==> src/sv/brdr_pkg.sv <==
// brdr_pkg: shared constants, character codes, command word type and helpers
// for the bracket depth reindenter. No dependencies.
`timescale 1ns / 1ps

package brdr_pkg;

  localparam int INDENT_WIDTH = 8;
  localparam int MAX_DEPTH    = 63;
  localparam int MAX_COLUMN   = 1023;

  localparam int DEPTH_W = $clog2(MAX_DEPTH + 1);
  localparam int COL_W   = $clog2(MAX_COLUMN + 1);
  // wide enough for column + indent of the deepest level + 2 levels
  localparam int SUM_W   = $clog2(MAX_COLUMN + INDENT_WIDTH * (MAX_DEPTH + 2) + 2) + 1;
  localparam int CNT_W   = 10;
  localparam int RUN_MAX = 1023;

  localparam int FIFO_DEPTH = 4;
  localparam int FIFO_AW    = $clog2(FIFO_DEPTH);
  localparam int FIFO_CW    = $clog2(FIFO_DEPTH + 1);

  localparam logic [1:0] ACT_TEXT = 2'd0;
  localparam logic [1:0] ACT_EOL  = 2'd1;
  localparam logic [1:0] ACT_MORE = 2'd2;
  localparam logic [1:0] ACT_LESS = 2'd3;

  localparam logic [7:0] CH_ALIGN  = 8'h01;
  localparam logic [7:0] CH_TAB    = 8'h09;
  localparam logic [7:0] CH_NL     = 8'h0A;
  localparam logic [7:0] CH_SP     = 8'h20;
  localparam logic [7:0] CH_HASH   = 8'h23;
  localparam logic [7:0] CH_LPAREN = 8'h28;
  localparam logic [7:0] CH_RPAREN = 8'h29;
  localparam logic [7:0] CH_LBRACK = 8'h5B;
  localparam logic [7:0] CH_BSLASH = 8'h5C;
  localparam logic [7:0] CH_RBRACK = 8'h5D;
  localparam logic [7:0] CH_LBRACE = 8'h7B;
  localparam logic [7:0] CH_RBRACE = 8'h7D;

  // one command word per input that produces output: optional tab run,
  // optional space run, then the byte itself
  typedef struct packed {
    logic             has_tab;
    logic [CNT_W-1:0] tab_cnt;
    logic             has_sp;
    logic [CNT_W-1:0] sp_cnt;
    logic [7:0]       chr;
  } cmd_t;

  function automatic logic [COL_W-1:0] col_sat(input logic [SUM_W-1:0] v);
    return (v > SUM_W'(MAX_COLUMN)) ? COL_W'(MAX_COLUMN) : COL_W'(v);
  endfunction

  function automatic logic [CNT_W-1:0] run_sat(input logic [COL_W-1:0] v);
    logic [SUM_W-1:0] ext;
    ext = SUM_W'(v);
    return (ext > SUM_W'(RUN_MAX)) ? CNT_W'(RUN_MAX) : CNT_W'(v);
  endfunction

endpackage

==> src/sv/brdr_front.sv <==
// brdr_front: per-item classifier; tracks depth, columns and continuation
// and turns each input into at most one command word. Uses brdr_pkg.
`timescale 1ns / 1ps

module brdr_front (
  input  logic              clk,
  input  logic              rst_n,
  input  logic              accept,
  input  logic [1:0]        action,
  input  logic [7:0]        in_chr,
  output logic              cmd_push,
  output brdr_pkg::cmd_t    cmd
);

  typedef enum logic [2:0] {
    CONT_NONE   = 3'b001,
    CONT_BSLASH = 3'b010,
    CONT_LINE   = 3'b100
  } cont_t;

  logic [brdr_pkg::DEPTH_W-1:0] depth_r, depth_nxt;
  logic [brdr_pkg::COL_W-1:0]   icol_r, icol_nxt;
  logic [brdr_pkg::COL_W-1:0]   ocol_r, ocol_nxt;
  cont_t                        cont_r, cont_nxt;

  logic                         emit;
  logic [brdr_pkg::DEPTH_W-1:0] d1;
  logic [brdr_pkg::COL_W-1:0]   ic1, oc1, tabs, spaces;
  logic [brdr_pkg::SUM_W-1:0]   target;
  logic                         sol;

  always_comb begin
    depth_nxt = depth_r;
    icol_nxt  = icol_r;
    ocol_nxt  = ocol_r;
    cont_nxt  = cont_r;
    emit      = 1'b0;
    cmd       = '0;
    d1        = depth_r;
    ic1       = icol_r;
    oc1       = ocol_r;
    tabs      = '0;
    spaces    = '0;
    target    = '0;
    sol       = (ocol_r == '0);

    case (action)
      brdr_pkg::ACT_TEXT: begin
        case (in_chr)
          brdr_pkg::CH_NL: begin
            emit      = 1'b1;
            cmd.chr   = brdr_pkg::CH_NL;
            icol_nxt  = '0;
            ocol_nxt  = '0;
            cont_nxt  = (cont_r == CONT_BSLASH) ? CONT_LINE : CONT_NONE;
          end
          brdr_pkg::CH_SP: begin
            if (!sol)
              icol_nxt = brdr_pkg::col_sat(brdr_pkg::SUM_W'(icol_r) + 1'b1);
          end
          brdr_pkg::CH_TAB: begin
            if (!sol)
              icol_nxt = brdr_pkg::col_sat(
                  (brdr_pkg::SUM_W'(icol_r / brdr_pkg::INDENT_WIDTH) + 1'b1) *
                  brdr_pkg::SUM_W'(brdr_pkg::INDENT_WIDTH));
          end
          brdr_pkg::CH_ALIGN: begin
            target = brdr_pkg::SUM_W'(brdr_pkg::col_sat(
                brdr_pkg::SUM_W'(brdr_pkg::INDENT_WIDTH) *
                (brdr_pkg::SUM_W'(depth_r) + 2'd2)));
            if (!sol) begin
              if (brdr_pkg::SUM_W'(icol_r) >= target)
                icol_nxt = brdr_pkg::col_sat(brdr_pkg::SUM_W'(icol_r) + 1'b1);
              else
                icol_nxt = brdr_pkg::COL_W'(target);
            end
          end
          default: begin
            emit = 1'b1;
            if ((in_chr inside {brdr_pkg::CH_RBRACE, brdr_pkg::CH_RPAREN,
                                brdr_pkg::CH_RBRACK}) && depth_r != '0)
              d1 = depth_r - 1'b1;
            // indentation at start of line, except preprocessor and continued lines
            if (sol && in_chr != brdr_pkg::CH_HASH && cont_r != CONT_LINE)
              ic1 = brdr_pkg::col_sat(brdr_pkg::SUM_W'(icol_r) +
                    brdr_pkg::SUM_W'(brdr_pkg::INDENT_WIDTH) * brdr_pkg::SUM_W'(d1));
            if (sol) begin
              if (brdr_pkg::INDENT_WIDTH == 1) begin
                tabs = (ic1 >= brdr_pkg::COL_W'(2)) ? ic1 - 1'b1 : '0;
                oc1  = tabs;
              end else begin
                tabs = brdr_pkg::COL_W'(ic1 / brdr_pkg::INDENT_WIDTH);
                oc1  = brdr_pkg::COL_W'(brdr_pkg::SUM_W'(tabs) *
                       brdr_pkg::SUM_W'(brdr_pkg::INDENT_WIDTH));
              end
            end
            spaces       = ic1 - oc1;
            cmd.has_tab  = (tabs != '0);
            cmd.tab_cnt  = brdr_pkg::run_sat(tabs);
            cmd.has_sp   = (spaces != '0);
            cmd.sp_cnt   = brdr_pkg::run_sat(spaces);
            cmd.chr      = in_chr;
            depth_nxt    = d1;
            if ((in_chr inside {brdr_pkg::CH_LBRACE, brdr_pkg::CH_LPAREN,
                                brdr_pkg::CH_LBRACK}) &&
                d1 != brdr_pkg::DEPTH_W'(brdr_pkg::MAX_DEPTH))
              depth_nxt = d1 + 1'b1;
            icol_nxt = brdr_pkg::col_sat(brdr_pkg::SUM_W'(ic1) + 1'b1);
            ocol_nxt = icol_nxt;
            cont_nxt = (in_chr == brdr_pkg::CH_BSLASH) ? CONT_BSLASH : CONT_NONE;
          end
        endcase
      end
      brdr_pkg::ACT_EOL: begin
        if (icol_r != '0) begin
          emit     = 1'b1;
          cmd.chr  = brdr_pkg::CH_NL;
          icol_nxt = '0;
          ocol_nxt = '0;
          cont_nxt = (cont_r == CONT_BSLASH) ? CONT_LINE : CONT_NONE;
        end
      end
      brdr_pkg::ACT_MORE: begin
        if (depth_r != brdr_pkg::DEPTH_W'(brdr_pkg::MAX_DEPTH))
          depth_nxt = depth_r + 1'b1;
      end
      brdr_pkg::ACT_LESS: begin
        if (depth_r != '0)
          depth_nxt = depth_r - 1'b1;
      end
      default: begin
        emit = 1'b0;
      end
    endcase
  end

  assign cmd_push = accept && emit;

  always_ff @(posedge clk) begin
    if (!rst_n) begin
      depth_r <= '0;
      icol_r  <= '0;
      ocol_r  <= '0;
      cont_r  <= CONT_NONE;
    end else if (accept) begin
      depth_r <= depth_nxt;
      icol_r  <= icol_nxt;
      ocol_r  <= ocol_nxt;
      cont_r  <= cont_nxt;
    end
  end

  a_depth_range: assert property (@(posedge clk) disable iff (!rst_n)
    depth_r <= brdr_pkg::DEPTH_W'(brdr_pkg::MAX_DEPTH))
    else $error("nest depth out of range");

  a_col_order: assert property (@(posedge clk) disable iff (!rst_n)
    ocol_r <= icol_r)
    else $error("output column ahead of input column");

  a_nl_clears: assert property (@(posedge clk) disable iff (!rst_n)
    cmd_push && cmd.chr == brdr_pkg::CH_NL && !cmd.has_tab && !cmd.has_sp
    |=> icol_r == '0 && ocol_r == '0)
    else $error("columns not cleared after newline");

endmodule

==> src/sv/brdr_cmd_fifo.sv <==
// brdr_cmd_fifo: short register queue of command words between front and back.
// Uses brdr_pkg.
`timescale 1ns / 1ps

module brdr_cmd_fifo (
  input  logic           clk,
  input  logic           rst_n,
  input  logic           wr_en,
  input  brdr_pkg::cmd_t wr_data,
  input  logic           rd_en,
  output brdr_pkg::cmd_t rd_data,
  output logic           full,
  output logic           empty
);

  brdr_pkg::cmd_t                mem_r [brdr_pkg::FIFO_DEPTH];
  logic [brdr_pkg::FIFO_AW-1:0]  wptr_r, wptr_nxt;
  logic [brdr_pkg::FIFO_AW-1:0]  rptr_r, rptr_nxt;
  logic [brdr_pkg::FIFO_CW-1:0]  cnt_r, cnt_nxt;

  assign full    = (cnt_r == brdr_pkg::FIFO_CW'(brdr_pkg::FIFO_DEPTH));
  assign empty   = (cnt_r == '0);
  assign rd_data = mem_r[rptr_r];

  always_comb begin
    wptr_nxt = wptr_r;
    rptr_nxt = rptr_r;
    cnt_nxt  = cnt_r;
    if (wr_en)
      wptr_nxt = (wptr_r == brdr_pkg::FIFO_AW'(brdr_pkg::FIFO_DEPTH - 1)) ? '0 : wptr_r + 1'b1;
    if (rd_en)
      rptr_nxt = (rptr_r == brdr_pkg::FIFO_AW'(brdr_pkg::FIFO_DEPTH - 1)) ? '0 : rptr_r + 1'b1;
    if (wr_en && !rd_en)
      cnt_nxt = cnt_r + 1'b1;
    else if (rd_en && !wr_en)
      cnt_nxt = cnt_r - 1'b1;
  end

  always_ff @(posedge clk) begin
    if (!rst_n) begin
      wptr_r <= '0;
      rptr_r <= '0;
      cnt_r  <= '0;
    end else begin
      wptr_r <= wptr_nxt;
      rptr_r <= rptr_nxt;
      cnt_r  <= cnt_nxt;
    end
  end

  always_ff @(posedge clk) begin
    if (wr_en)
      mem_r[wptr_r] <= wr_data;
  end

  a_no_overflow: assert property (@(posedge clk) disable iff (!rst_n)
    !(wr_en && full && !rd_en))
    else $error("command queue overflow");

  a_no_underflow: assert property (@(posedge clk) disable iff (!rst_n)
    !(rd_en && empty))
    else $error("command queue underflow");

  a_count_range: assert property (@(posedge clk) disable iff (!rst_n)
    cnt_r <= brdr_pkg::FIFO_CW'(brdr_pkg::FIFO_DEPTH))
    else $error("command queue count out of range");

endmodule

==> src/sv/brdr_back.sv <==
// brdr_back: expands each command word into tab run, space run and byte words
// into a one-entry output register. Uses brdr_pkg.
`timescale 1ns / 1ps

module brdr_back (
  input  logic                       clk,
  input  logic                       rst_n,
  input  logic                       cmd_empty,
  input  brdr_pkg::cmd_t             cmd,
  output logic                       cmd_pop,
  input  logic                       out_take,
  output logic                       out_valid,
  output logic [7:0]                 out_chr,
  output logic [brdr_pkg::CNT_W-1:0] out_cnt,
  output logic                       out_end
);

  logic                        tab_done_r, tab_done_nxt;
  logic                        sp_done_r, sp_done_nxt;
  logic                        vld_r, vld_nxt;
  logic [7:0]                  chr_r, chr_nxt;
  logic [brdr_pkg::CNT_W-1:0]  cnt_r, cnt_nxt;
  logic                        end_r, end_nxt;
  logic                        load;

  // slot free when empty or its word leaves this cycle
  assign load = !cmd_empty && (!vld_r || out_take);

  always_comb begin
    tab_done_nxt = tab_done_r;
    sp_done_nxt  = sp_done_r;
    chr_nxt      = chr_r;
    cnt_nxt      = cnt_r;
    end_nxt      = end_r;
    cmd_pop      = 1'b0;
    vld_nxt      = out_take ? 1'b0 : vld_r;
    if (load) begin
      vld_nxt = 1'b1;
      if (cmd.has_tab && !tab_done_r) begin
        chr_nxt      = brdr_pkg::CH_TAB;
        cnt_nxt      = cmd.tab_cnt;
        end_nxt      = 1'b0;
        tab_done_nxt = 1'b1;
      end else if (cmd.has_sp && !sp_done_r) begin
        chr_nxt     = brdr_pkg::CH_SP;
        cnt_nxt     = cmd.sp_cnt;
        end_nxt     = 1'b0;
        sp_done_nxt = 1'b1;
      end else begin
        chr_nxt      = cmd.chr;
        cnt_nxt      = brdr_pkg::CNT_W'(1);
        end_nxt      = 1'b1;
        cmd_pop      = 1'b1;
        tab_done_nxt = 1'b0;
        sp_done_nxt  = 1'b0;
      end
    end
  end

  always_ff @(posedge clk) begin
    if (!rst_n) begin
      vld_r      <= 1'b0;
      tab_done_r <= 1'b0;
      sp_done_r  <= 1'b0;
    end else begin
      vld_r      <= vld_nxt;
      tab_done_r <= tab_done_nxt;
      sp_done_r  <= sp_done_nxt;
    end
  end

  always_ff @(posedge clk) begin
    chr_r <= chr_nxt;
    cnt_r <= cnt_nxt;
    end_r <= end_nxt;
  end

  assign out_valid = vld_r;
  assign out_chr   = chr_r;
  assign out_cnt   = cnt_r;
  assign out_end   = end_r;

  a_pop_on_load: assert property (@(posedge clk) disable iff (!rst_n)
    cmd_pop |-> load)
    else $error("command popped without loading a word");

  a_done_clear: assert property (@(posedge clk) disable iff (!rst_n)
    cmd_pop |=> !tab_done_r && !sp_done_r && vld_r && end_r)
    else $error("progress flags not cleared after final word");

  a_count_nonzero: assert property (@(posedge clk) disable iff (!rst_n)
    vld_r |-> cnt_r != '0)
    else $error("run word with zero count");

endmodule

==> src/sv/bracket_depth_reindenter_core.sv <==
// bracket_depth_reindenter_core: top level of the reindenter.
// Depends on brdr_pkg, brdr_front, brdr_cmd_fifo and brdr_back.
`timescale 1ns / 1ps

// Usage:
//   Input queue: drive in_action/in_byte and raise push; a word is taken at
//   a clock edge where push is high and full is low. Text bytes, end of line,
//   indent more and indent less are all one word each.
//   Result queue: while empty is low, out_byte/out_repeat_count/out_last hold
//   the oldest run word (tab run, space run, then the byte); pop high with
//   empty low takes it. out_last marks the final word of one input.
// Path: with the result side idle, an accepted input writes its command word
//   into the command queue, and the back then loads its first result word
//   from the queue head into the output register.
// Throughput: the front takes one input per cycle while full is low; the back
//   sends one result word per cycle while pop is high and words are queued.
//   Inputs that yield nothing (spaces, tabs, depth changes) skip the back.
// Stall: when pop stays low the output register holds its word, the four
//   entry command queue fills and full rises, pausing the input side.
// Reset: rst_n low at a clock edge clears depth, columns, continuation,
//   the command queue and the output register; empty goes high, full low.

module bracket_depth_reindenter_core (
  input  logic                       clk,
  input  logic                       rst_n,
  input  logic                       push,
  output logic                       full,
  input  logic [1:0]                 in_action,
  input  logic [7:0]                 in_byte,
  output logic                       empty,
  input  logic                       pop,
  output logic [7:0]                 out_byte,
  output logic [brdr_pkg::CNT_W-1:0] out_repeat_count,
  output logic                       out_last
);

  logic           accept;
  logic           cmd_push;
  brdr_pkg::cmd_t cmd_in;
  brdr_pkg::cmd_t cmd_head;
  logic           cmd_pop;
  logic           cmd_empty;
  logic           out_valid;
  logic           out_take;

  assign accept   = push && !full;
  assign empty    = !out_valid;
  assign out_take = pop && out_valid;

  // front: state tracking and classification, one input per cycle while full is low
  brdr_front u_front (
    .clk      (clk),
    .rst_n    (rst_n),
    .accept   (accept),
    .action   (in_action),
    .in_chr   (in_byte),
    .cmd_push (cmd_push),
    .cmd      (cmd_in)
  );

  // decouples the front from a stalled result side
  brdr_cmd_fifo u_cmd_fifo (
    .clk     (clk),
    .rst_n   (rst_n),
    .wr_en   (cmd_push),
    .wr_data (cmd_in),
    .rd_en   (cmd_pop),
    .rd_data (cmd_head),
    .full    (full),
    .empty   (cmd_empty)
  );

  // back: run word expansion into the output register
  brdr_back u_back (
    .clk       (clk),
    .rst_n     (rst_n),
    .cmd_empty (cmd_empty),
    .cmd       (cmd_head),
    .cmd_pop   (cmd_pop),
    .out_take  (out_take),
    .out_valid (out_valid),
    .out_chr   (out_byte),
    .out_cnt   (out_repeat_count),
    .out_end   (out_last)
  );

endmodule

==> config.mk <==
export PLATFORM = sky130hd
export DESIGN_NAME = bracket_depth_reindenter_core
export DESIGN_NICKNAME = d
export VERILOG_FILES = /design/src/sv/brdr_pkg.sv /design/src/sv/brdr_front.sv /design/src/sv/brdr_cmd_fifo.sv /design/src/sv/brdr_back.sv /design/src/sv/bracket_depth_reindenter_core.sv
export SDC_FILE = /design/constraint.sdc
export NUM_CORES = 1
export LEC_CHECK = 0
export BUFFER_PORTS_ARGS = -buffer_cell sky130_fd_sc_hd__buf_4
export CAP_MARGIN = 40
export CORE_MARGIN = 5
export CORE_UTILIZATION = 55
export CTS_BUF_LIST = sky130_fd_sc_hd__clkbuf_8
export DETAILED_ROUTE_END_ITERATION = 8
export GPL_TIMING_DRIVEN = 0
export HOLD_SLACK_MARGIN = 0.15
export PLACE_DENSITY = 0.74
export SLEW_MARGIN = 25
export SYNTH_ARGS = -nofsm -noshare
export SYNTH_HDL_FRONTEND = slang
export SYNTH_SLANG_ARGS = --single-unit
==> constraint.sdc <==
create_clock -name clk -period 7.65 [get_ports clk]
set_clock_uncertainty 0.05 [all_clocks]
set_input_delay 1.53 -clock clk [delete_from_list [all_inputs] [get_ports clk]]
set_output_delay 1.53 -clock clk [all_outputs]
set_load 0.01 [all_outputs]
==> flow_metrics.env <==
export IMPL_run_status="complete, no violations"
export IMPL_synth_simple_gate_area_share_pct=16.7
export IMPL_worst_setup_path_start_kind="input pin"
export IMPL_p_clk_share_pct=21.2
export IMPL_final_net_count=950
export IMPL_nFillCells=1355
export IMPL_clock_tree_root_buffer_cell="sky130_fd_sc_hd__clkbuf_8"
export IMPL_edff_count_synth=127
export IMPL_routedLengthMet1_um=9060
export IMPL_slew_headroom_pct=47.8
export IMPL_synth_xor_xnor_area_share_pct=3.32
export IMPL_static_leakage_power_nw=3.58
export IMPL_non_filler_cells_final=1125
export IMPL_mean_number_of_vias_per_cell=6.02
export IMPL_ir_drop_mv=0.146
export IMPL_placement_setup_worst_slack_ns=-0.234
export IMPL_antenna_cells_inserted=0
export IMPL_die_area_mm2=0.0195
export IMPL_synth_fa_ha_area_share_pct=6.07
export IMPL_crit_path_cell_trace="buf_4 > or4b_1 > a221o_1 > buf_2 > nor2_1 > xnor2_1 > ha_1 > and3_1 > a211oi_2 > o221a_2 > clkbuf_1 > o21ai_0 > inv_1 > ha_1 > fa_1 > nor2b_1 > o21a_1 > o21ai_0 > nand2b_1 > a211oi_1 > nor2_1 > nor4b_1 > a41oi_1"
export IMPL_yosysUniqueCellTypes=80
export IMPL_io_buffer_count=30
export IMPL_worstHoldPathType="reg2reg"
export IMPL_critPathSlowestCell="sky130_fd_sc_hd__nor4b_1"
export IMPL_setup_worst_path_class="in2reg"
export IMPL_synth_compound_area_share_pct=12.7
export IMPL_first_pass_grt_wire_length_um=34700
export IMPL_start_util_pct=55.9
export IMPL_mux_share_of_post_synthesis_cell_area_pct=7.33
export IMPL_drt_pre_antenna_iters=5
export IMPL_number_of_h_tree_levels=4
export IMPL_power_share_combinational_pct=38.5
export IMPL_grt_pass1_vias=6542
export IMPL_synthesis_area_mm2=0.00923
export IMPL_period_share_pct=93.8
export IMPL_postSynthCellCount=840
export IMPL_top_layer="met4"
export IMPL_swShare_pct=35.4
export IMPL_cts_buffer_depth=2
export IMPL_via_count=6767
export IMPL_wire_per_inst_um=19.4
export IMPL_most_common_layout_cells="sky130_fd_sc_hd__edfxtp_1, sky130_fd_sc_hd__nor2_1, sky130_fd_sc_hd__nand2_1"
export IMPL_yosysSeqAreaShare_pct=50.2
export IMPL_power_frac_seq_pct=40.2
export IMPL_multi_input_gate_area_mm2=0.00429
export IMPL_core_area_mm2=0.0165
export IMPL_clock_sink_count=168
export IMPL_avg_synthesized_cell_area_um2=11.0
export IMPL_synth_top_cells_by_area="sky130_fd_sc_hd__edfxtp_1, sky130_fd_sc_hd__dfxtp_1, sky130_fd_sc_hd__mux4_2"
export IMPL_dominant_combinational_cell_family_by_area_after_synthesis="simple AND/OR/NAND/NOR gates"
export IMPL_worstSkewPairLatency_ns=0.46
export IMPL_critPathRequiredTime_ns=7.75
export IMPL_wirelength_um=21900
export IMPL_cp_top_family="compound AO/OA/AOI/OAI gates"
export IMPL_hold_violations=0
export IMPL_power_density_mw_per_mm2=289
export IMPL_grt_antenna_before_repair=0
export IMPL_cts_buffers_inserted=17
export IMPL_yosys_register_bits=168
export IMPL_drt_drc_violations_left=0
export IMPL_detailroute_wirelength_met3_um=1120
export IMPL_mappedNetlistNets=897
export IMPL_die_h_um=140
export IMPL_cellInternalPower_mw=1.91
export IMPL_seq_area_mm2=0.00463
export IMPL_cts_reportedPaths_clkPinSlew_ns=0.09
export IMPL_crit_arrival_ns=7.27
export IMPL_aggregate_global_route_resource_usage_pct=22.7
export IMPL_antenna_violating_nets_post_route=0
export IMPL_count_of_boundary_i_o_pins=35
export IMPL_grt_max_degree=28
export IMPL_worst_setup_path_end_kind="flop"
export IMPL_place_hpwl_um=16100
export IMPL_path_buf_inv=4
export IMPL_synthDominantCellAreaShare_pct=41.3
export IMPL_worstMarginPinSlew_ns=0.782
export IMPL_drive_gt1_share_pct=14.4
export IMPL_num_rows=47
export IMPL_clock_tree_from_tritoncts="yes"
export IMPL_max_cap_violations=0
export IMPL_wl_met2_um=11000
export IMPL_final_common_cell="sky130_fd_sc_hd__edfxtp_1"
export IMPL_numPlacedInstances=1093
export IMPL_yosysWarnings=0
export IMPL_ctsHoldBuffers=0
export IMPL_area_growth_syn_to_layout_pct=10.4
export IMPL_synthArstFlopShare_pct=0
export IMPL_crit_path_max_cell_delay_ns=0.56
export IMPL_drv_slew=0
export IMPL_fmax_ghz=0.139
export IMPL_p_switching_mw=1.04
export IMPL_finalCriticalPeriod_ns=7.18
export IMPL_report_final_setup_viol=0
export IMPL_gpl_final_weighted_congestion=0.977
export IMPL_drt_iter0_markers=536
export IMPL_globalRouteOverflowTotal=0
export IMPL_setup_slack_of_the_critical_path_after_layout_ns=0.472
export IMPL_highest_net_fanout_along_the_worst_path=10
export IMPL_die_width_um=140
export IMPL_rsz0062_at_grt="no"
export IMPL_most_instantiated_flip_flop_cell_in_the_synthesis_netlist="sky130_fd_sc_hd__edfxtp_1"
export IMPL_yosysTopAreaCell="sky130_fd_sc_hd__edfxtp_1"
==> worst reg2reg max path, delay by kind of cell, from the launching register on <==
kind                     cells  cell delay [ns]
XOR/XNOR                     1             0.28
flip-flops                   1             0.38
AO/OA/AOI/OAI                8             2.14
AND/OR/NAND/NOR              6             1.10
buffers and inverters        5             1.32
adder cells (fa/ha/maj)      4             0.99
==> power by group through the flow <==
| stage | sequential [mW] | clock, mW | combinational (mW) |
|---|---|---|---|
| global route | 1.20 | 0.674 | 1.25 |
| floorplan | 1.23 | 0 | 0.752 |
| finish | 1.19 | 0.626 | 1.14 |
| detailed placement | 1.21 | 0 | 1.13 |
| CTS | 1.19 | 0.632 | 1.14 |
| global placement | 1.21 | 0 | 1.07 |
==> flip-flops by register name (all words and copies together) (netlist names), named ones only <==
name,cells
u_back.out_chr,8
u_back.tab_done_r,1
u_back.out_cnt,10
u_front.cont_r,3
u_cmd_fifo.mem_r,108
u_front.ocol_r,10
u_cmd_fifo.rptr_r,2
u_back.sp_done_r,1
u_front.depth_r,6
u_back.out_end,1
u_front.icol_r,10
u_cmd_fifo.wptr_r,2
u_back.out_valid,1
u_cmd_fifo.cnt_r,3
==> final cells by class <==
cell class              count  share of cell area [%]
plain buffers              46                    1.85
well taps                 220                    2.70
inverters                  38                    1.40
clock buffers              17                    2.30
multi-input cells         588                    42.1
clock inverters            14                    1.46
flip-flops and latches    168                    45.5
repair buffers             34                    2.75
==> path summary, 6_finish.rpt <==
kind	from	endpoint	slack, ns	cells past startpoint
max	in_byte[6]	u_cmd_fifo.mem_r[2][18]$_DFFE_PP_	0.47	23
min	u_cmd_fifo.wptr_r[1]$_SDFFE_PN0P_	u_cmd_fifo.wptr_r[1]$_SDFFE_PN0P_	0.45	2
max reg2reg	u_front.depth_r[0]$_SDFFE_PN0P_	u_cmd_fifo.mem_r[2][18]$_DFFE_PP_	1.09	24
min reg2reg	u_cmd_fifo.wptr_r[1]$_SDFFE_PN0P_	u_cmd_fifo.wptr_r[1]$_SDFFE_PN0P_	0.45	2
==> cells in the mapped netlist, types with 5 or more instances <==
| cell | number |
|---|---|
| sky130_fd_sc_hd__clkbuf_1 | 34 |
| sky130_fd_sc_hd__o21ai_1 | 8 |
| sky130_fd_sc_hd__xnor2_1 | 20 |
| sky130_fd_sc_hd__nand2b_1 | 11 |
| sky130_fd_sc_hd__nor2b_1 | 8 |
| sky130_fd_sc_hd__nand2_1 | 67 |
| sky130_fd_sc_hd__dfxtp_1 | 41 |
| sky130_fd_sc_hd__o31ai_1 | 5 |
| sky130_fd_sc_hd__nor2_1 | 72 |
| sky130_fd_sc_hd__ha_1 | 40 |
| sky130_fd_sc_hd__nor3_1 | 25 |
| sky130_fd_sc_hd__a211oi_1 | 6 |
| sky130_fd_sc_hd__mux4_2 | 25 |
| sky130_fd_sc_hd__mux2i_1 | 8 |
| sky130_fd_sc_hd__nor4_1 | 6 |
| sky130_fd_sc_hd__and3_1 | 14 |
| sky130_fd_sc_hd__and2_1 | 21 |
| sky130_fd_sc_hd__edfxtp_1 | 127 |
| sky130_fd_sc_hd__xor2_1 | 15 |
| sky130_fd_sc_hd__nand3_1 | 26 |
| sky130_fd_sc_hd__inv_1 | 37 |
| sky130_fd_sc_hd__or3_1 | 5 |
| sky130_fd_sc_hd__o21ai_0 | 44 |
| sky130_fd_sc_hd__or4_1 | 6 |
| sky130_fd_sc_hd__a21oi_1 | 53 |
| sky130_fd_sc_hd__o21a_1 | 5 |
| sky130_fd_sc_hd__a31oi_1 | 6 |
| sky130_fd_sc_hd__buf_1 | 6 |
==> routing by layer <==
layer	global-route usage, %	vias to the layer above
met5	0	-
met4	7.75	0
met3	4.36	46
met2	38.8	230
met1	29.1	3255
li1	-	3236
==> kinds of logic (layout without fill, tap and decap cells) <==
family / after synthesis / in the layout
flops: 168 / 168
compound gates: 179 / 179
simple gates: 295 / 295
xor+xnor: 35 / 35
fa+ha+maj: 43 / 43
buf+inv: 84 / 149
mux: 36 / 36
==> stage by stage <==
step	util (%)	cell area [um2]	hold slack (ns)	power [mW]	TNS, ns
after floorplan	-	9230	0.387	1.98	0
after global placement	58.9	9730	0.396	2.27	-0.467
after detailed placement	59.2	9790	0.443	2.34	-0.938
after CTS	61.6	10200	0.457	2.96	0
after global routing	61.7	10200	0.479	3.13	0
final	61.7	10200	0.452	2.95	0
==> timing repair <==
| action | 4_1_cts | 5_1_grt |
|---|---|---|
| gates resized for setup | 0 | 1 |
| setup buffers | 0 | 0 |
| setup endpoints to repair | 0 | 4 |
Note: power is estimated with default switching activity, not from simulation.
